`src/rtl/epll_pkg.sv`:
```
// Shared types and constants of the encoder phase PLL tracker.
// Holds the microcode word, its field codes and the control store.
// No dependencies.
package epll_pkg;

    // Fixed-point constants, Q.16 radians
    localparam logic [18:0] PHASE_PI_Q16  = 19'd205887;
    localparam logic [18:0] PHASE_2PI_Q16 = 19'd411775;

    // Product of the shared multiplier: signed 33 x unsigned 32
    localparam int MUL_A_W = 33;
    localparam int MUL_B_W = 32;
    localparam int PROD_W  = MUL_A_W + MUL_B_W;

    // Velocity increment clamp, +/- 2^48
    localparam logic signed [PROD_W-1:0] DV_MAX = 65'sh1_0000_0000_0000;
    localparam logic signed [PROD_W-1:0] DV_MIN = -DV_MAX;

    // Remainder unit: magnitude dividend, divisor below 2^19
    localparam int DIVD_W     = 36;
    localparam int REM_W      = 20;
    localparam int RADIX_BITS = 4;
    localparam int DIV_ITERS  = DIVD_W / RADIX_BITS;
    localparam int ITER_W     = $clog2(DIV_ITERS);

    // Configuration register indexes
    typedef enum logic [2:0] {
        CFG_OFFSET  = 3'd0,
        CFG_REVERSE = 3'd1,
        CFG_ERPC    = 3'd2,
        CFG_PGD     = 3'd3,
        CFG_VGD     = 3'd4,
        CFG_PERIOD  = 3'd5
    } cfg_reg_t;

    // Microcode fields
    typedef enum logic [1:0] {
        MA_VLO  = 2'd0,
        MA_VHI  = 2'd1,
        MA_ERR  = 2'd2,
        MA_CORR = 2'd3
    } mul_a_sel_t;

    typedef enum logic [1:0] {
        MB_SP   = 2'd0,
        MB_PGD  = 2'd1,
        MB_VGD  = 2'd2,
        MB_ERPC = 2'd3
    } mul_b_sel_t;

    typedef enum logic [3:0] {
        OP_NONE  = 4'd0,
        OP_TAKE  = 4'd1,
        OP_LH    = 4'd2,
        OP_XSUM  = 4'd3,
        OP_PRED  = 4'd4,
        OP_ERR   = 4'd5,
        OP_PCORR = 4'd6,
        OP_DV    = 4'd7,
        OP_VEL   = 4'd8,
        OP_CORR  = 4'd9,
        OP_PHY   = 4'd10,
        OP_OUT   = 4'd11
    } dp_op_t;

    typedef enum logic {
        RS_COUNT = 1'b0,
        RS_PHASE = 1'b1
    } rem_sel_t;

    typedef enum logic [1:0] {
        H_NONE = 2'd0,
        H_IN   = 2'd1,
        H_REM  = 2'd2,
        H_OUT  = 2'd3
    } hold_t;

    localparam int STEP_W = 4;
    typedef logic [STEP_W-1:0] step_t;

    localparam step_t ST_IDLE = 4'd0;
    localparam step_t ST_MVL  = 4'd1;
    localparam step_t ST_MVH  = 4'd2;
    localparam step_t ST_XSUM = 4'd3;
    localparam step_t ST_PRED = 4'd4;
    localparam step_t ST_ERR  = 4'd5;
    localparam step_t ST_MPG  = 4'd6;
    localparam step_t ST_MVG  = 4'd7;
    localparam step_t ST_DV   = 4'd8;
    localparam step_t ST_VEL  = 4'd9;
    localparam step_t ST_CORR = 4'd10;
    localparam step_t ST_MPH  = 4'd11;
    localparam step_t ST_PHY  = 4'd12;
    localparam step_t ST_RPH  = 4'd13;
    localparam step_t ST_OUT  = 4'd14;

    typedef struct packed {
        hold_t      hold;
        logic       jump;
        step_t      target;
        mul_a_sel_t mul_a;
        mul_b_sel_t mul_b;
        logic       mul_en;
        logic       rem_start;
        rem_sel_t   rem_sel;
        dp_op_t     op;
    } ucode_t;

    typedef struct packed {
        logic in_valid;
        logic rem_busy;
        logic out_full;
    } seq_cond_t;

    localparam ucode_t UC_NOP = '{
        hold: H_NONE, jump: 1'b0, target: ST_IDLE, mul_a: MA_VLO, mul_b: MB_SP,
        mul_en: 1'b0, rem_start: 1'b0, rem_sel: RS_COUNT, op: OP_NONE
    };

    // Control store
    function automatic ucode_t ucode_rom(input step_t pc);
        ucode_t uc;
        uc = UC_NOP;
        case (pc)
            ST_IDLE:
            begin
                uc.hold = H_IN;
                uc.op   = OP_TAKE;
            end
            ST_MVL:
            begin
                uc.mul_a     = MA_VLO;
                uc.mul_b     = MB_SP;
                uc.mul_en    = 1'b1;
                uc.rem_start = 1'b1;
                uc.rem_sel   = RS_COUNT;
            end
            ST_MVH:
            begin
                uc.mul_a  = MA_VHI;
                uc.mul_b  = MB_SP;
                uc.mul_en = 1'b1;
                uc.op     = OP_LH;
            end
            ST_XSUM: uc.op = OP_XSUM;
            ST_PRED: uc.op = OP_PRED;
            ST_ERR:  uc.op = OP_ERR;
            ST_MPG:
            begin
                uc.mul_a  = MA_ERR;
                uc.mul_b  = MB_PGD;
                uc.mul_en = 1'b1;
            end
            ST_MVG:
            begin
                uc.mul_a  = MA_ERR;
                uc.mul_b  = MB_VGD;
                uc.mul_en = 1'b1;
                uc.op     = OP_PCORR;
            end
            ST_DV:   uc.op = OP_DV;
            ST_VEL:  uc.op = OP_VEL;
            ST_CORR:
            begin
                uc.hold = H_REM;
                uc.op   = OP_CORR;
            end
            ST_MPH:
            begin
                uc.mul_a  = MA_CORR;
                uc.mul_b  = MB_ERPC;
                uc.mul_en = 1'b1;
            end
            ST_PHY:  uc.op = OP_PHY;
            ST_RPH:
            begin
                uc.rem_start = 1'b1;
                uc.rem_sel   = RS_PHASE;
            end
            ST_OUT:
            begin
                uc.hold   = H_OUT;
                uc.op     = OP_OUT;
                uc.jump   = 1'b1;
                uc.target = ST_IDLE;
            end
            default:
            begin
                uc.jump   = 1'b1;
                uc.target = ST_IDLE;
            end
        endcase
        return uc;
    endfunction

endpackage

```
`src/rtl/epll_seq.sv`:
```
// Microcode sequencer: step counter, control store lookup, hold and jump.
// Depends on epll_pkg for the control word and the control store.
module epll_seq
(
    input  logic                 clk,
    input  logic                 rst_n,
    input  epll_pkg::seq_cond_t  cond,
    output epll_pkg::ucode_t     ctrl,
    output logic                 fire,
    output logic                 idle
);

    epll_pkg::step_t pc_reg;
    epll_pkg::step_t pc_next;
    logic            hold_active;

    assign ctrl = epll_pkg::ucode_rom(pc_reg);

    always_comb
    begin
        case (ctrl.hold)
            epll_pkg::H_NONE: hold_active = 1'b0;
            epll_pkg::H_IN:   hold_active = !cond.in_valid;
            epll_pkg::H_REM:  hold_active = cond.rem_busy;
            epll_pkg::H_OUT:  hold_active = cond.rem_busy || cond.out_full;
            default:          hold_active = 1'b0;
        endcase
    end

    always_comb
    begin
        if (hold_active)
        begin
            pc_next = pc_reg;
        end
        else if (ctrl.jump)
        begin
            pc_next = ctrl.target;
        end
        else
        begin
            pc_next = pc_reg + 1'b1;
        end
    end

    always_ff @(posedge clk or negedge rst_n)
    begin
        if (!rst_n)
        begin
            pc_reg <= epll_pkg::ST_IDLE;
        end
        else
        begin
            pc_reg <= pc_next;
        end
    end

    assign fire = !hold_active;
    assign idle = (pc_reg == epll_pkg::ST_IDLE);

endmodule

```
`config.mk`:
```
export PLATFORM = sky130hd
export DESIGN_NAME = epll_seq
export DESIGN_NICKNAME = d
export VERILOG_FILES = /design/src/rtl/epll_pkg.sv /design/src/rtl/epll_seq.sv
export SDC_FILE = /design/constraint.sdc
export NUM_CORES = 1
export LEC_CHECK = 0
export BUFFER_PORTS_ARGS = -buffer_cell sky130_fd_sc_hd__buf_2
export CAP_MARGIN = 25
export CORE_AREA = 2 2 39 41
export CTS_BUF_LIST = sky130_fd_sc_hd__clkbuf_4
export DETAILED_ROUTE_END_ITERATION = 6
export DIE_AREA = 0 0 41 43
export HOLD_SLACK_MARGIN = 0.03
export PLACE_DENSITY = 0.77
export SLEW_MARGIN = 20
export SYNTH_ARGS = -nofsm -noshare
export SYNTH_HDL_FRONTEND = slang
export SYNTH_SLANG_ARGS = --single-unit
```
`constraint.sdc`:
```
create_clock -name clk -period 1.75 [get_ports clk]
set_input_delay 0.175 -clock clk [delete_from_list [all_inputs] [get_ports clk]]
set_output_delay 0.175 -clock clk [all_outputs]
set_load 0.02 [all_outputs]
```
==> out/metrics.csv <==
metric,value,unit
status,completed,
Yosys Warn Count,0,
synthesized area,571,sq um
WL final,1340,um
Num CTS Buffers,3,
crit end category,primary output,
most frequent cells after synthesis,"buf_4, inv_1, a21oi_1",
Seq pwr share,15.0,%
share of the synthesized area in the top cell type,17.5,%
Final ANT Viol Nets,0,
pwr dens,2160,nW/um^2
CP required,1.57,ns
Final Cycle Share,99.9,%
initial antenna violation count,0,
largest net degree at the start of global routing,14,
HP Class,primary input to register,
CTS root buf,clkbuf_4,
Antenna Cells,0,
Gate power share,78.4,%
CTS sink count,4,
Top Layer Used,met3,
P_sw,890,uW
layout cell share with drive strength beyond 1,53.7,%
die footprint,1760,sq um
Net Sw Frac,51.9,%
"EDFF count, synth",0,
Post-Synthesis Cells,69,
count of final max-slew check failures,0,
Clk pwr share,6.6,%
Fin Setup TNS,0,ns
RSZ-0062 raised after global routing,yes,
"Data arrival, critical path",1.57,ns
IO Pins,25,
Fillers,123,
Avg Vias per Cell,5.23,
dpl hpwl,922,um
maximum VDD drop,0.00108,V
wire length on met2,702,um
Core ar.,1380,sq um
Leak,0.000368,uW
origin of the worst min-delay path,cond[1],
nets@finish,106,
hold violation total from the final report,0,
Worst R2R Start,pc_reg[1]$_DFFE_PN0N_,
FMAX,572,MHz
total iterations of the first detailed-routing run,2,
Worst Skew,0.00640,ns
Rows,14,
"CTS clk-pin slew, worst paths",0.04,ns
routed length on met1,565,um
Int Power,825,uW
GP Congestion,0.771,
buffer and inverter count on the worst path,3,
Total Routing Usage GR,17.4,%
Die X,41,um
met3 WL,74,um
initial core utilization,41.2,%
Die Y,43,um
largest area contributor in the netlist,dfrtp_1,
post-synthesis sequential area ratio,17.5,%
routed via count,580,
prevailing post-synth register cell,dfrtp_1,
first-pass GRT wire length,2100,um
area delta synth->final,39.3,%
Final Setup Violations,0,
CP max stage delay,0.46,ns
type of origin of the critical path,register,
Avg WL per Cell,12.1,um
average size of a mapped cell,8.27,sq um
CP max FO,6,
ys async rst share,100,%
Setup CP Type,register to primary output,
top cell family by delay on the critical path,flip-flops,
max reg flops,4,
clock latency on the worst-skew pair,0.24,ns
synth top area cells,"dfrtp_1, ha_1, buf_4",
Slowest cell on crit path,dfrtp_2,
count of unique library cells instantiated by Yosys,37,
crit path from,pc_reg[1]$_DFFE_PN0N_,
Remaining DRCs,0,
final global-route overflow total,0,
First DRT Iteration DRCs,4,
total power,1720,uW
crit-path cells,inv_4 > ha_4 > nand2b_4 > o32ai_4 > inv_2 > buf_6,
max_cap viols,0,
number of I/O port buffers,20,
Seq cells post-synth,4,
CTS tree,built,
vias in the first global route,473,
minimum clock period,1.75,ns
Max clock buf depth,2,
H-Tree Depth,1,
-- through the flow --
stage	cell area, sq um	util, %	std cells	worst slack (ns)	hold WS, ns
after floorplan	582	-	72	0.0884	-0.121
after global placement	654	47.3	101	0.133	-0.0171
after detailed placement	654	47.3	101	0.0643	-0.0166
after CTS	739	53.4	106	0.00315	0.261
after global routing	795	57.4	111	-0.0722	0.292
final	795	57.4	111	0.00207	0.262
-- worst paths after layout --
kind	endpoint	slack (ns)	cells past startpoint
setup reg to reg	pc_reg[0]$_DFFE_PN0N_	0.21	7
min in group asynchronous	pc_reg[2]$_DFFE_PN0N_	0.27	2
hold / removal	pc_reg[3]$_DFFE_PN0N_	0.26	3
setup / recovery	fire	0.002	6
max in group asynchronous	pc_reg[0]$_DFFE_PN0N_	1.34	2
hold reg to reg	pc_reg[1]$_DFFE_PN0N_	0.75	3
-- power by group through the flow --
stage                     Sequential [uW]  Combinational (uW)  Clock [uW]
after floorplan                       158                 920           0
after global placement                220                1110           0
after detailed placement              221                1120           0
after CTS                             247                1210         117
after global routing                  268                1470         120
final                                 257                1350         113
-- repair_timing --
item	4_1_cts	5_1_grt
hold buffers	1	0
buffers inserted	1	5
pin swaps	0	2
endpoints found under the hold margin	4	0
resized for setup	14	6
endpoints found under the setup margin	10	8
-- cell families after synthesis --
group | after synthesis | synth area share, %
simple gates | 16 | 17.1
fa+ha+maj | 4 | 8.77
mux | 1 | 1.97
buf+inv | 16 | 16.2
compound gates | 25 | 34.6
other cells | 1 | 0.657
flops | 4 | 17.5
xor+xnor | 2 | 3.07
-- layer usage --
metal  vias up  track usage, %
met5         -               0
met4         0            4.67
met3         0            6.81
met2        13            25.6
met1       277            23.0
li1        290               -
-- cell type report --
class                      count  area [sq um]  share of cell area [%]
multi-input combinational     52           434                    54.6
timing repair buffer          30           186                    23.5
sequential                     4           104                    13.1
inverter                       6          27.5                    3.46
clock buffer                   3          22.5                    2.83
tap                           16          20.0                    2.52
-- worst register-to-register path, delay by kind of cell, from the launching register on --
family	cells	cell delay, ns
flops	1	0.46
compound gates	2	0.36
buf+inv	2	0.27
fa+ha+maj	1	0.17
simple gates	2	0.18
-- placed cells by master (no fill, tap or decap), drive strengths merged, types with 2 or more instances in the layout --
master,count
o21ai,6
inv,6
clkbuf,3
nor2,3
o22ai,3
o211ai,2
a21oi,6
nand2,4
dfrtp,4
buf,29
nand2b,2
conb,4
ha,4
a21boi,2
(Power assumes the default switching activity.)
