--- src/rtl/epll_pkg.sv ---
// Shared types and constants of the encoder phase PLL tracker.
// Holds the microcode word, its field codes and the control store.
// No dependencies.
package epll_pkg;

    // Fixed-point constants, Q.16 radians
    localparam logic [18:0] PHASE_PI_Q16  = 19'd205887;
    localparam logic [18:0] PHASE_2PI_Q16 = 19'd411775;

    // Product of the shared multiplier: signed 33 x unsigned 32
    localparam int MUL_A_W = 33;
    localparam int MUL_B_W = 32;
    localparam int PROD_W  = MUL_A_W + MUL_B_W;

    // Velocity increment clamp, +/- 2^48
    localparam logic signed [PROD_W-1:0] DV_MAX = 65'sh1_0000_0000_0000;
    localparam logic signed [PROD_W-1:0] DV_MIN = -DV_MAX;

    // Remainder unit: magnitude dividend, divisor below 2^19
    localparam int DIVD_W     = 36;
    localparam int REM_W      = 20;
    localparam int RADIX_BITS = 4;
    localparam int DIV_ITERS  = DIVD_W / RADIX_BITS;
    localparam int ITER_W     = $clog2(DIV_ITERS);

    // Configuration register indexes
    typedef enum logic [2:0] {
        CFG_OFFSET  = 3'd0,
        CFG_REVERSE = 3'd1,
        CFG_ERPC    = 3'd2,
        CFG_PGD     = 3'd3,
        CFG_VGD     = 3'd4,
        CFG_PERIOD  = 3'd5
    } cfg_reg_t;

    // Microcode fields
    typedef enum logic [1:0] {
        MA_VLO  = 2'd0,
        MA_VHI  = 2'd1,
        MA_ERR  = 2'd2,
        MA_CORR = 2'd3
    } mul_a_sel_t;

    typedef enum logic [1:0] {
        MB_SP   = 2'd0,
        MB_PGD  = 2'd1,
        MB_VGD  = 2'd2,
        MB_ERPC = 2'd3
    } mul_b_sel_t;

    typedef enum logic [3:0] {
        OP_NONE  = 4'd0,
        OP_TAKE  = 4'd1,
        OP_LH    = 4'd2,
        OP_XSUM  = 4'd3,
        OP_PRED  = 4'd4,
        OP_ERR   = 4'd5,
        OP_PCORR = 4'd6,
        OP_DV    = 4'd7,
        OP_VEL   = 4'd8,
        OP_CORR  = 4'd9,
        OP_PHY   = 4'd10,
        OP_OUT   = 4'd11
    } dp_op_t;

    typedef enum logic {
        RS_COUNT = 1'b0,
        RS_PHASE = 1'b1
    } rem_sel_t;

    typedef enum logic [1:0] {
        H_NONE = 2'd0,
        H_IN   = 2'd1,
        H_REM  = 2'd2,
        H_OUT  = 2'd3
    } hold_t;

    localparam int STEP_W = 4;
    typedef logic [STEP_W-1:0] step_t;

    localparam step_t ST_IDLE = 4'd0;
    localparam step_t ST_MVL  = 4'd1;
    localparam step_t ST_MVH  = 4'd2;
    localparam step_t ST_XSUM = 4'd3;
    localparam step_t ST_PRED = 4'd4;
    localparam step_t ST_ERR  = 4'd5;
    localparam step_t ST_MPG  = 4'd6;
    localparam step_t ST_MVG  = 4'd7;
    localparam step_t ST_DV   = 4'd8;
    localparam step_t ST_VEL  = 4'd9;
    localparam step_t ST_CORR = 4'd10;
    localparam step_t ST_MPH  = 4'd11;
    localparam step_t ST_PHY  = 4'd12;
    localparam step_t ST_RPH  = 4'd13;
    localparam step_t ST_OUT  = 4'd14;

    typedef struct packed {
        hold_t      hold;
        logic       jump;
        step_t      target;
        mul_a_sel_t mul_a;
        mul_b_sel_t mul_b;
        logic       mul_en;
        logic       rem_start;
        rem_sel_t   rem_sel;
        dp_op_t     op;
    } ucode_t;

    typedef struct packed {
        logic in_valid;
        logic rem_busy;
        logic out_full;
    } seq_cond_t;

    localparam ucode_t UC_NOP = '{
        hold: H_NONE, jump: 1'b0, target: ST_IDLE, mul_a: MA_VLO, mul_b: MB_SP,
        mul_en: 1'b0, rem_start: 1'b0, rem_sel: RS_COUNT, op: OP_NONE
    };

    // Control store
    function automatic ucode_t ucode_rom(input step_t pc);
        ucode_t uc;
        uc = UC_NOP;
        case (pc)
            ST_IDLE:
            begin
                uc.hold = H_IN;
                uc.op   = OP_TAKE;
            end
            ST_MVL:
            begin
                uc.mul_a     = MA_VLO;
                uc.mul_b     = MB_SP;
                uc.mul_en    = 1'b1;
                uc.rem_start = 1'b1;
                uc.rem_sel   = RS_COUNT;
            end
            ST_MVH:
            begin
                uc.mul_a  = MA_VHI;
                uc.mul_b  = MB_SP;
                uc.mul_en = 1'b1;
                uc.op     = OP_LH;
            end
            ST_XSUM: uc.op = OP_XSUM;
            ST_PRED: uc.op = OP_PRED;
            ST_ERR:  uc.op = OP_ERR;
            ST_MPG:
            begin
                uc.mul_a  = MA_ERR;
                uc.mul_b  = MB_PGD;
                uc.mul_en = 1'b1;
            end
            ST_MVG:
            begin
                uc.mul_a  = MA_ERR;
                uc.mul_b  = MB_VGD;
                uc.mul_en = 1'b1;
                uc.op     = OP_PCORR;
            end
            ST_DV:   uc.op = OP_DV;
            ST_VEL:  uc.op = OP_VEL;
            ST_CORR:
            begin
                uc.hold = H_REM;
                uc.op   = OP_CORR;
            end
            ST_MPH:
            begin
                uc.mul_a  = MA_CORR;
                uc.mul_b  = MB_ERPC;
                uc.mul_en = 1'b1;
            end
            ST_PHY:  uc.op = OP_PHY;
            ST_RPH:
            begin
                uc.rem_start = 1'b1;
                uc.rem_sel   = RS_PHASE;
            end
            ST_OUT:
            begin
                uc.hold   = H_OUT;
                uc.op     = OP_OUT;
                uc.jump   = 1'b1;
                uc.target = ST_IDLE;
            end
            default:
            begin
                uc.jump   = 1'b1;
                uc.target = ST_IDLE;
            end
        endcase
        return uc;
    endfunction

endpackage

--- src/rtl/epll_rem.sv ---
// Restoring remainder unit, four quotient bits per cycle.
// Depends on epll_pkg for widths and iteration count.
module epll_rem
(
    input  logic                              clk,
    input  logic                              rst_n,
    input  logic                              start,
    input  logic [epll_pkg::DIVD_W-1:0]       dividend,
    input  logic [epll_pkg::REM_W-1:0]        divisor,
    output logic                              busy,
    output logic [epll_pkg::REM_W-1:0]        rem
);

    logic                           busy_reg;
    logic                           busy_next;
    logic [epll_pkg::ITER_W-1:0]    cnt_reg;
    logic [epll_pkg::ITER_W-1:0]    cnt_next;
    logic [epll_pkg::DIVD_W-1:0]    shift_reg;
    logic [epll_pkg::REM_W-1:0]     rem_reg;
    logic [epll_pkg::REM_W-1:0]     rem_next;
    logic [epll_pkg::REM_W-1:0]     divisor_reg;

    // four compare/subtract steps on the partial remainder
    always_comb
    begin
        logic [epll_pkg::REM_W-1:0] t;
        logic [epll_pkg::REM_W-1:0] tt;
        t  = rem_reg;
        tt = '0;
        for (int i = 0; i < epll_pkg::RADIX_BITS; i++)
        begin
            tt = {t[epll_pkg::REM_W-2:0], shift_reg[epll_pkg::DIVD_W-1-i]};
            t  = (tt >= divisor_reg) ? tt - divisor_reg : tt;
        end
        rem_next = t;
    end

    always_comb
    begin
        busy_next = busy_reg;
        cnt_next  = cnt_reg;
        if (start)
        begin
            busy_next = 1'b1;
            cnt_next  = '0;
        end
        else if (busy_reg)
        begin
            cnt_next = cnt_reg + 1'b1;
            if (cnt_reg == epll_pkg::ITER_W'(epll_pkg::DIV_ITERS - 1))
            begin
                busy_next = 1'b0;
            end
        end
    end

    always_ff @(posedge clk or negedge rst_n)
    begin
        if (!rst_n)
        begin
            busy_reg <= 1'b0;
            cnt_reg  <= '0;
        end
        else
        begin
            busy_reg <= busy_next;
            cnt_reg  <= cnt_next;
        end
    end

    always_ff @(posedge clk)
    begin
        if (start)
        begin
            shift_reg   <= dividend;
            rem_reg     <= '0;
            divisor_reg <= divisor;
        end
        else if (busy_reg)
        begin
            shift_reg <= shift_reg << epll_pkg::RADIX_BITS;
            rem_reg   <= rem_next;
        end
    end

    assign busy = busy_reg;
    assign rem  = rem_reg;

endmodule

--- config.mk ---
export PLATFORM = sky130hd
export DESIGN_NAME = epll_rem
export DESIGN_NICKNAME = d
export VERILOG_FILES = /design/src/rtl/epll_pkg.sv /design/src/rtl/epll_rem.sv
export SDC_FILE = /design/constraint.sdc
export NUM_CORES = 1
export LEC_CHECK = 0
export BUFFER_PORTS_ARGS = -buffer_cell sky130_fd_sc_hd__buf_2
export CORE_ASPECT_RATIO = 0.6
export CORE_UTILIZATION = 40
export CTS_BUF_LIST = sky130_fd_sc_hd__clkbuf_4
export CTS_CLUSTER_DIAMETER = 100
export CTS_CLUSTER_SIZE = 25
export DETAILED_ROUTE_END_ITERATION = 12
export GPL_TIMING_DRIVEN = 0
export PLACE_DENSITY = 0.65
export SETUP_SLACK_MARGIN = 0.05
export SLEW_MARGIN = 20
export SYNTH_ARGS = -nofsm -noshare
export SYNTH_HDL_FRONTEND = slang
export SYNTH_SLANG_ARGS = --single-unit
export TNS_END_PERCENT = 30
--- constraint.sdc ---
create_clock -name clk -period 12.2 [get_ports clk]
set_input_delay 3.66 -clock clk [delete_from_list [all_inputs] [get_ports clk]]
set_output_delay 3.66 -clock clk [all_outputs]
set_load 0.01 [all_outputs]
==> impl_results.md, run 1 <==
* Area grow syn2layout at 11.41%
* Clk sinks at about 80
* Cell variety after synth at between 70 and 80
* Worst slew pin tran at approximately 0.80 ns
* Post-layout nets at 1117
* Critical path startpoint category: flip-flop
* Die area at 20460 sq um
* Max Freq at 0.08712 GHz
* Layout cells sized above 1 at 18.83%
* Launch point of the worst reg-to-reg path: divisor_reg[1]
* Hold endpoint: rem[19]
* Detail Placement HPWL at 19100 um
* Area fraction of the dominant cell type after synthesis at 21.16%
* # IOs at 80
* Max Buffers Root-to-Sink at 2
* Slowest Stage Delay on Critical Path at between 0.5 and 0.6 ns
* Inserted Clock Buffers at 9
* Sequential-to-total area share from yosys stat at between 20% and 30%
* Clock slew at reported path FFs at 0.15 ns
* Post-synth top cells: 82 x ha_1, 74 x nor2_1, 58 x a21oi_1, 56 x edfxtp_1, 54 x inv_1
* Post-CTS Resized at 0
* Gr usage total at 23.48%
* # H-tree levels at 3
* Initial Utilization at 41.34%
* Leading post-synthesis cells by cell area: edfxtp_1 21%, ha_1 13%, mux2_2 7.4%
* Cell count after synthesis at 882
* Initial DRC count at 687
* CP max FO at 10
* Via Count at 7278
* Syn Std Cell Area at slightly below 8000 sq um
* CP Capture Type: flip-flop
* Syn Area/Cell at 9.012 sq um
* Hold Vio Cnt, Final at 0
* Post-synth top area cell: edfxtp_1
* Largest net degree at the start of global routing at 37
* Non-filler instance count after layout at between 1000 and 1500
* CP most frequent cell: clkbuf_1
* Post-synth top flop: edfxtp_1
* Port buffer count at 79
* WHS Path Cells at 2
* Inst Count DP at 1227
* # DRC at 0
* DR vias/cell at 5.846
* HP Class: flip-flop to flip-flop
* Cell Rows at 39
* Final setup fails at 0
* Die Span Y at 111.2 um
* Post-synth EDFFs at between 50 and 60
* Routed wire per std cell at 18.98 um
* Max reg flops at 36
* Die X at 184.0 um
* Post-place setup slack at 0.9516 ns
* Outcome: complete, no violations
* Slowest-stage cell, CP: edfxtp_1
* Setup TNS Final at 0 ns
* RePlAce Congestion at 0.9491
* Worst reg-to-reg path cell count at 39
* Hold_sp: rem[19]
* Congestion Overflow GR at 0
* Drt first pass iters at 5
* FF-to-FF setup slack at approximately 0.72 ns
* Initial antenna violation count at 1
* Final Skew at 0.01623 ns
* Root Driver: clkbuf_4
* Critical Path RT at 12.55 ns
* Total setup buffers inserted after CTS at 0
* Min Tclk post-route at 11.48 ns
* Slew Viols, Final at 0
* CP arrival at 11.83 ns
* Final ANT Viol Nets at 0
* Total core area at 19230 sq um
* Final worst slack at 0.7218 ns
* CTS tree: built
* CP Class: flip-flop to flip-flop
* Most frequent cell after synthesis: ha_1
* FFs w/ async S/R, synth at roughly 6.2%
* Fill cells at approximately 1900
* Syn nets at 1027
* Fin crit share at 94.08%
* Seq cells post-synth at 81
* RSZ-0062 raised after global routing: false
* Final wirelength at between 20000 and 25000 um
* CTS hold repair buffers at 0
* Reg2reg end: rem[12]
* Clock latency on the worst-skew pair at approximately 0.45 ns
* Global-route wire length before repair at ~36000 um
* Syn. warnings at 0
* Slew headroom at 46.40%
* Number of global-route vias before repair at roughly 6300
* MaxCap Viol Count at 0
[metrics by stage]
| step | cell area [sq um] | hold slack [ns] | util (%) |
|---|---|---|---|
| global placement | 8677 | 0.4954 | 45.13 |
| CTS | 8851 | 0.5289 | 46.04 |
| floorplan | 7949 | 0.5044 | - |
| global route | 8853 | 0.5750 | 46.05 |
| finish | 8856 | 0.5268 | 46.06 |
| detailed placement | 8682 | 0.5112 | 45.16 |
[kinds of logic (layout without fill, tap and decap cells)]
family                   Yosys count  after routing  share of synthesized area (%)
flip-flops                        81             81                          27.77
AO/OA/AOI/OAI                    269            269                          23.44
other                              0              2                              0
XOR/XNOR                          51             51                          5.619
adder cells (fa/ha/maj)           86             86                          13.91
AND/OR/NAND/NOR                  247            247                          15.50
buffers and inverters             79            174                          4.061
multiplexers                      69             69                          9.696
[area by class of cell]
class | instances | area [sq um] | share of cell area, %
Multi-Input combinational cell | 722 | 5424 | 61.25
Sequential cell | 81 | 2207 | 24.92
Timing Repair Buffer | 79 | 395.4 | 4.465
Tap cell | 266 | 332.8 | 3.758
Inverter | 54 | 202.7 | 2.289
Buffer | 25 | 120.1 | 1.356
Clock inverter | 7 | 101.3 | 1.144
Clock buffer | 9 | 67.56 | 0.7629
Antenna cell | 2 | 5.005 | 0.05651
[cells in the final DEF, fill, tap and decap left out, types with 6 or more instances in the layout]
cell type | synthesis | final
buf_2 | 5 | 84
ha_1 | 82 | 82
nor2_1 | 74 | 74
a21oi_1 | 58 | 58
edfxtp_1 | 56 | 56
inv_1 | 54 | 53
mux2_2 | 52 | 52
o21ai_0 | 51 | 51
nand2_1 | 50 | 50
xnor2_1 | 30 | 30
o21a_1 | 23 | 23
xor2_1 | 21 | 21
dfxtp_1 | 20 | 20
nor3_1 | 20 | 19
a21o_1 | 19 | 19
a211oi_1 | 16 | 16
nand3_1 | 16 | 16
mux2i_1 | 14 | 14
nand2b_1 | 12 | 12
and3_1 | 11 | 11
clkbuf_1 | 11 | 11
nor2b_1 | 10 | 10
nand4_1 | 10 | 10
and2_1 | 10 | 10
o31ai_1 | 9 | 9
clkbuf_4 | 0 | 9
a31oi_1 | 8 | 8
o31a_1 | 7 | 7
or3_1 | 6 | 6
or2_2 | 6 | 6
o22ai_1 | 6 | 6
o21bai_1 | 6 | 6
a21boi_0 | 6 | 6
[routing by layer]
metal  global-route usage [%]  wire [um]  vias up
met5                        0          0        -
met4                    3.833        170        0
met3                    5.552       2825       15
met2                    28.33       8199      352
met1                    39.93      12430     3402
li1                         -          -     3509
[worst max path at each step]
stage	cells after the start	end	start
after global placement	37	rem[14]	divisor_reg[1]
after detailed placement	39	rem[12]	divisor_reg[1]
final	39	rem[12]	divisor_reg[1]
after global routing	42	rem[16]	divisor_reg[1]
after floorplan	40	rem[14]	divisor_reg[1]
after CTS	39	rem[12]	divisor_reg[1]
[worst max-delay path, delay by kind of cell, from the launching register on]
| family | cells | cell delay, ns |
|---|---|---|
| flip-flops | 1 | 0.55 |
| buffers and inverters | 8 | 2.39 |
| AO/OA/AOI/OAI | 11 | 3.09 |
| multiplexers | 2 | 0.73 |
| AND/OR/NAND/NOR | 14 | 2.90 |
| adder cells (fa/ha/maj) | 4 | 1.70 |
Power of run 1 is not shown: default switching activity piles up to over one toggle a cycle in this logic, so the estimate is an artifact.
==> run 2: changes to the inputs <==
clock period = 11.6 ns   (was 12.2 ns; I/O delays follow)
==> impl_results.md, run 2 (synthesized netlist as in run 1, its figures left out) <==
* Outcome: complete, no violations
* Slowest Stage Delay on Critical Path at 0.54 ns
* Worst slew pin tran at 0.7814 ns
* # DRC at 0
* Clock slew at reported path FFs at 0.15 ns
* Cell Rows at 39
* Max reg flops at 36
* Clk sinks at about 80
* Gr usage total at 23.48%
* Final Skew at 0.01781 ns
* Port buffer count at 79
* Inst Count DP at 1227
* Critical path startpoint category: flip-flop
* Congestion Overflow GR at 0
* Clock latency on the worst-skew pair at 0.45 ns
* RSZ-0062 raised after global routing: false
* CP max FO at 10
* Number of global-route vias before repair at 6339
* Largest net degree at the start of global routing at 37
* Min Tclk post-route at 10.98 ns
* Initial Utilization at 41.34%
* Setup TNS Final at 0 ns
* Highest-count cells in the layout ignoring fill and taps: 84 x buf_2, 82 x ha_1, 74 x nor2_1
* Max Buffers Root-to-Sink at 2
* Die Span Y at 111.2 um
* Root Driver: clkbuf_4
* Final ANT Viol Nets at 0
* Drt first pass iters at 5
* Initial DRC count at 665
* # H-tree levels at 3
* Slew headroom at 47.62%
* Via Count at between 7000 and 8000
* CTS tree: built
* # IOs at 80
* Die X at roughly 180 um
* CP arrival at 11.35 ns
* Area grow syn2layout at 11.77%
* Die area at 20460 sq um
* Fill cells at approximately 1900
* Inserted Clock Buffers at 9
* Final wirelength at 23640 um
* CP Class: flip-flop to flip-flop
* HP Class: flip-flop to flip-flop
* Global-route wire length before repair at about 36000 um
* Cell family with most CP delay: compound AO/OA/AOI/OAI gates
* Slowest-stage cell, CP: or4_1
* CP Capture Type: flip-flop
* Initial antenna violation count at 1
* Commonest non-fill, non-tap cell in the layout: buf_2
* Layout cells sized above 1 at 19.41%
* DR vias/cell at 5.828
* Total core area at 19230 sq um
* CP bufs+invs at 8
* MaxCap Viol Count at 0
* Non-filler instance count after layout at 1247
* Final setup fails at 0
* Detail Placement HPWL at 19100 um
* Max Freq at 0.09104 GHz
* Post-layout nets at between 1000 and 1500
* Slew Viols, Final at 0
* Hold Vio Cnt, Final at 0
* RePlAce Congestion at 0.9491
* Critical Path RT at 11.96 ns
* Fin crit share at 94.69%
* Routed wire per std cell at between 15 and 20 um
==> run 2: path summary, 6_finish.rpt <==
path	slack, ns	endpoint	start	cells after the start
max in group asynchronous	8.65	cnt_reg[0]	rst_n	1
setup / recovery	0.62	rem[14]	divisor_reg[1]	40
min in group asynchronous	2.82	cnt_reg[1]	rst_n	1
hold / removal	0.53	rem[19]	rem[19]	2
hold reg to reg	0.53	rem[19]	rem[19]	2
setup reg to reg	0.62	rem[14]	divisor_reg[1]	40
==> run 2: stage by stage <==
stage	instance area, sq um	util [%]	hold slack [ns]	worst slack (ns)
finish	8885	46.21	0.5283	0.6154
global route	8882	46.20	0.5750	0.02094
CTS	8851	46.04	0.5289	0.2710
detailed placement	8682	45.16	0.5112	0.3516
global placement	8677	45.13	0.4954	0.1894
floorplan	7949	-	0.5044	2.441
==> run 2: timing repair <==
item | in CTS | in global routing
hold buffers | 0 | 0
gates resized for setup | 0 | 8
setup buffers | 0 | 2
endpoints found under the setup margin | 0 | 20
==> run 2: worst reg2reg max path: cells and delay by family (launching register included) <==
kind / cells / cell delay, ns
muxes: 2 / 0.70
AOI/OAI and AO/OA: 12 / 3.23
and+or+nand+nor: 14 / 3.04
DFF: 1 / 0.52
buffers and inverters: 8 / 1.71
adders and majority gates: 4 / 1.71
==> run 2: final cells by class <==
class | instances | area (sq um) | area share (%)
Sequential cell | 81 | 2207 | 24.84
Multi-Input combinational cell | 722 | 5433 | 61.15
Timing Repair Buffer | 81 | 410.4 | 4.619
Inverter | 54 | 202.7 | 2.281
Clock buffer | 9 | 67.56 | 0.7605
Buffer | 25 | 125.1 | 1.408
Clock inverter | 7 | 101.3 | 1.141
Antenna cell | 2 | 5.005 | 0.05633
Tap cell | 266 | 332.8 | 3.746
==> run 2: layer usage <==
layer / routed length (um) / up-vias / GRT usage [%] / part of all wire [%]
met3: 2687 / 18 / 5.552 / 11
li1: - / 3522 / - / -
met5: 0 / - / 0 / 0
met4: 199 / 0 / 3.833 / 0.84
met1: 12550 / 3397 / 39.93 / 53
met2: 8201 / 330 / 28.33 / 35
Power of run 2 is left out for the same reason.
==> run 3: changes to the inputs <==
CELL_PAD_IN_SITES_DETAIL_PLACEMENT = 0   (was unset)
CELL_PAD_IN_SITES_GLOBAL_PLACEMENT = 1   (was unset)
PLACE_DENSITY = 0.79   (was 0.65)
==> impl_results.md, run 3 (synthesized netlist as in run 1, its figures left out) <==
* Setup crit start: divisor_reg[1]
* Fin crit share at between 90% and 100%
* Max reg flops at 36
* Gr usage total at 24.49%
* Critical Path RT at 11.98 ns
* CTS tree: built
* Post-layout nets at 1122
* Die Span Y at 111.2 um
* Number of global-route vias before repair at 6529
* Layout cells sized above 1 at around a fifth
* CP Class: flip-flop to flip-flop
* CP arrival at 11.38 ns
* Hold Vio Cnt, Final at 0
* Root Driver: clkbuf_4
* Max Buffers Root-to-Sink at 2
* Clock latency on the worst-skew pair at between 0.4 and 0.5 ns
* Drt first pass iters at 5
* Outcome: complete, no violations
* Highest-count cells in the layout ignoring fill and taps: 85 x buf_2, 82 x ha_1, 74 x nor2_1
* Launch point of the worst reg-to-reg path: divisor_reg[1]
* Inserted Clock Buffers at 9
* # IOs at 80
* RePlAce Congestion at 0.9384
* Initial DRC count at 607
* Hold_sp: rem[19]
* Min Tclk post-route at ~11 ns
* Commonest non-fill, non-tap cell in the layout: buf_2
* Final setup fails at 0
* Slowest-stage cell, CP: or4_1
* Worst slew pin tran at 0.8356 ns
* Die area at 20460 sq um
* MaxCap Viol Count at 0
* Routed wire per std cell at 19.55 um
* Slew headroom at 43.70%
* Initial antenna violation count at 1
* Largest net degree at the start of global routing at 37
* Cell Rows at 39
* Slowest Stage Delay on Critical Path at approximately 0.54 ns
* Initial Utilization at 41.34%
* Max Freq at 0.09091 GHz
* WHS Path Cells at 2
* Detail Placement HPWL at a little under 20000 um
* Final ANT Viol Nets at 0
* Congestion Overflow GR at 0
* Die X at 184.0 um
* # H-tree levels at 3
* Fill cells at 1920
* RSZ-0062 raised after global routing: false
* Clock slew at reported path FFs at 0.15 ns
* Critical path startpoint category: flip-flop
* Global-route wire length before repair at 37630 um
* HP Class: flip-flop to flip-flop
* Clk sinks at 81
* Slew Viols, Final at 0
* Port buffer count at about 80
* DR vias/cell at 5.721
* Final wirelength at approximately 24000 um
* Via Count at 7145
* CP Capture Type: flip-flop
* Final Skew at 0.02104 ns
* CP max FO at 10
* # DRC at 0
* Worst reg-to-reg path cell count at 43
* Area grow syn2layout at 12.39%
* Total core area at roughly 19000 sq um
* Finished Core Util at 46.47%
run 3: final timing paths:
| kind | to | slack [ns] |
|---|---|---|
| min in group asynchronous | cnt_reg[0] | 2.81 |
| worst min-delay path | rem[19] | 0.53 |
| worst max-delay path | rem[14] | 0.60 |
| worst min register to register | rem[19] | 0.53 |
| worst max register to register | rem[14] | 0.60 |
| max in group asynchronous | cnt_reg[3] | 8.67 |
run 3: layout make-up:
cell class / instances / area, sq um / share of cell area (%)
Antenna cell: 1 / 2.502 / 0.02801
Buffer: 25 / 127.6 / 1.429
Clock buffer: 9 / 67.56 / 0.7563
Clock inverter: 7 / 123.9 / 1.387
Inverter: 54 / 202.7 / 2.269
Multi-Input combinational cell: 722 / 5436 / 60.85
Sequential cell: 81 / 2207 / 24.71
Tap cell: 266 / 332.8 / 3.725
Timing Repair Buffer: 84 / 432.9 / 4.846
run 3: timing repair:
item                                    4_1_cts  5_1_grt
gates resized for setup                       1       10
endpoints found under the setup margin        2       20
hold buffers                                  0        0
gates cloned                                  0        0
buffers inserted                              0        5
run 3: critical path, delay by kind of cell (launching register included):
kind | cells | cell delay (ns)
buffers and inverters | 9 | 1.77
multiplexers | 1 | 0.27
flip-flops | 1 | 0.49
adder cells (fa/ha/maj) | 4 | 1.65
AND/OR/NAND/NOR | 14 | 2.99
AO/OA/AOI/OAI | 15 | 3.72
run 3: routing by layer:
metal	vias to the layer above	wire length (um)	part of all wire (%)	track usage, %
li1	3504	-	-	-
met4	0	146	0.60	3.833
met1	3341	12890	53	40.11
met5	-	0	0	0
met2	287	9031	37	30.98
met3	13	2346	9.6	6.472
run 3: per-stage QoR:
stage | setup TNS, ns | instances | cell area (sq um) | hold WS, ns | setup WS (ns)
floorplan | 0 | 882 | 7949 | 0.5044 | 2.441
global placement | -0.03361 | 1227 | 8677 | 0.4943 | -0.03361
detailed placement | 0 | 1227 | 8682 | 0.5000 | 0.08084
CTS | 0 | 1243 | 8875 | 0.5196 | 0.1279
global route | 0 | 1249 | 8934 | 0.5485 | 0.06084
finish | 0 | 1249 | 8934 | 0.5280 | 0.5998
Power of run 3 is left out for the same reason.
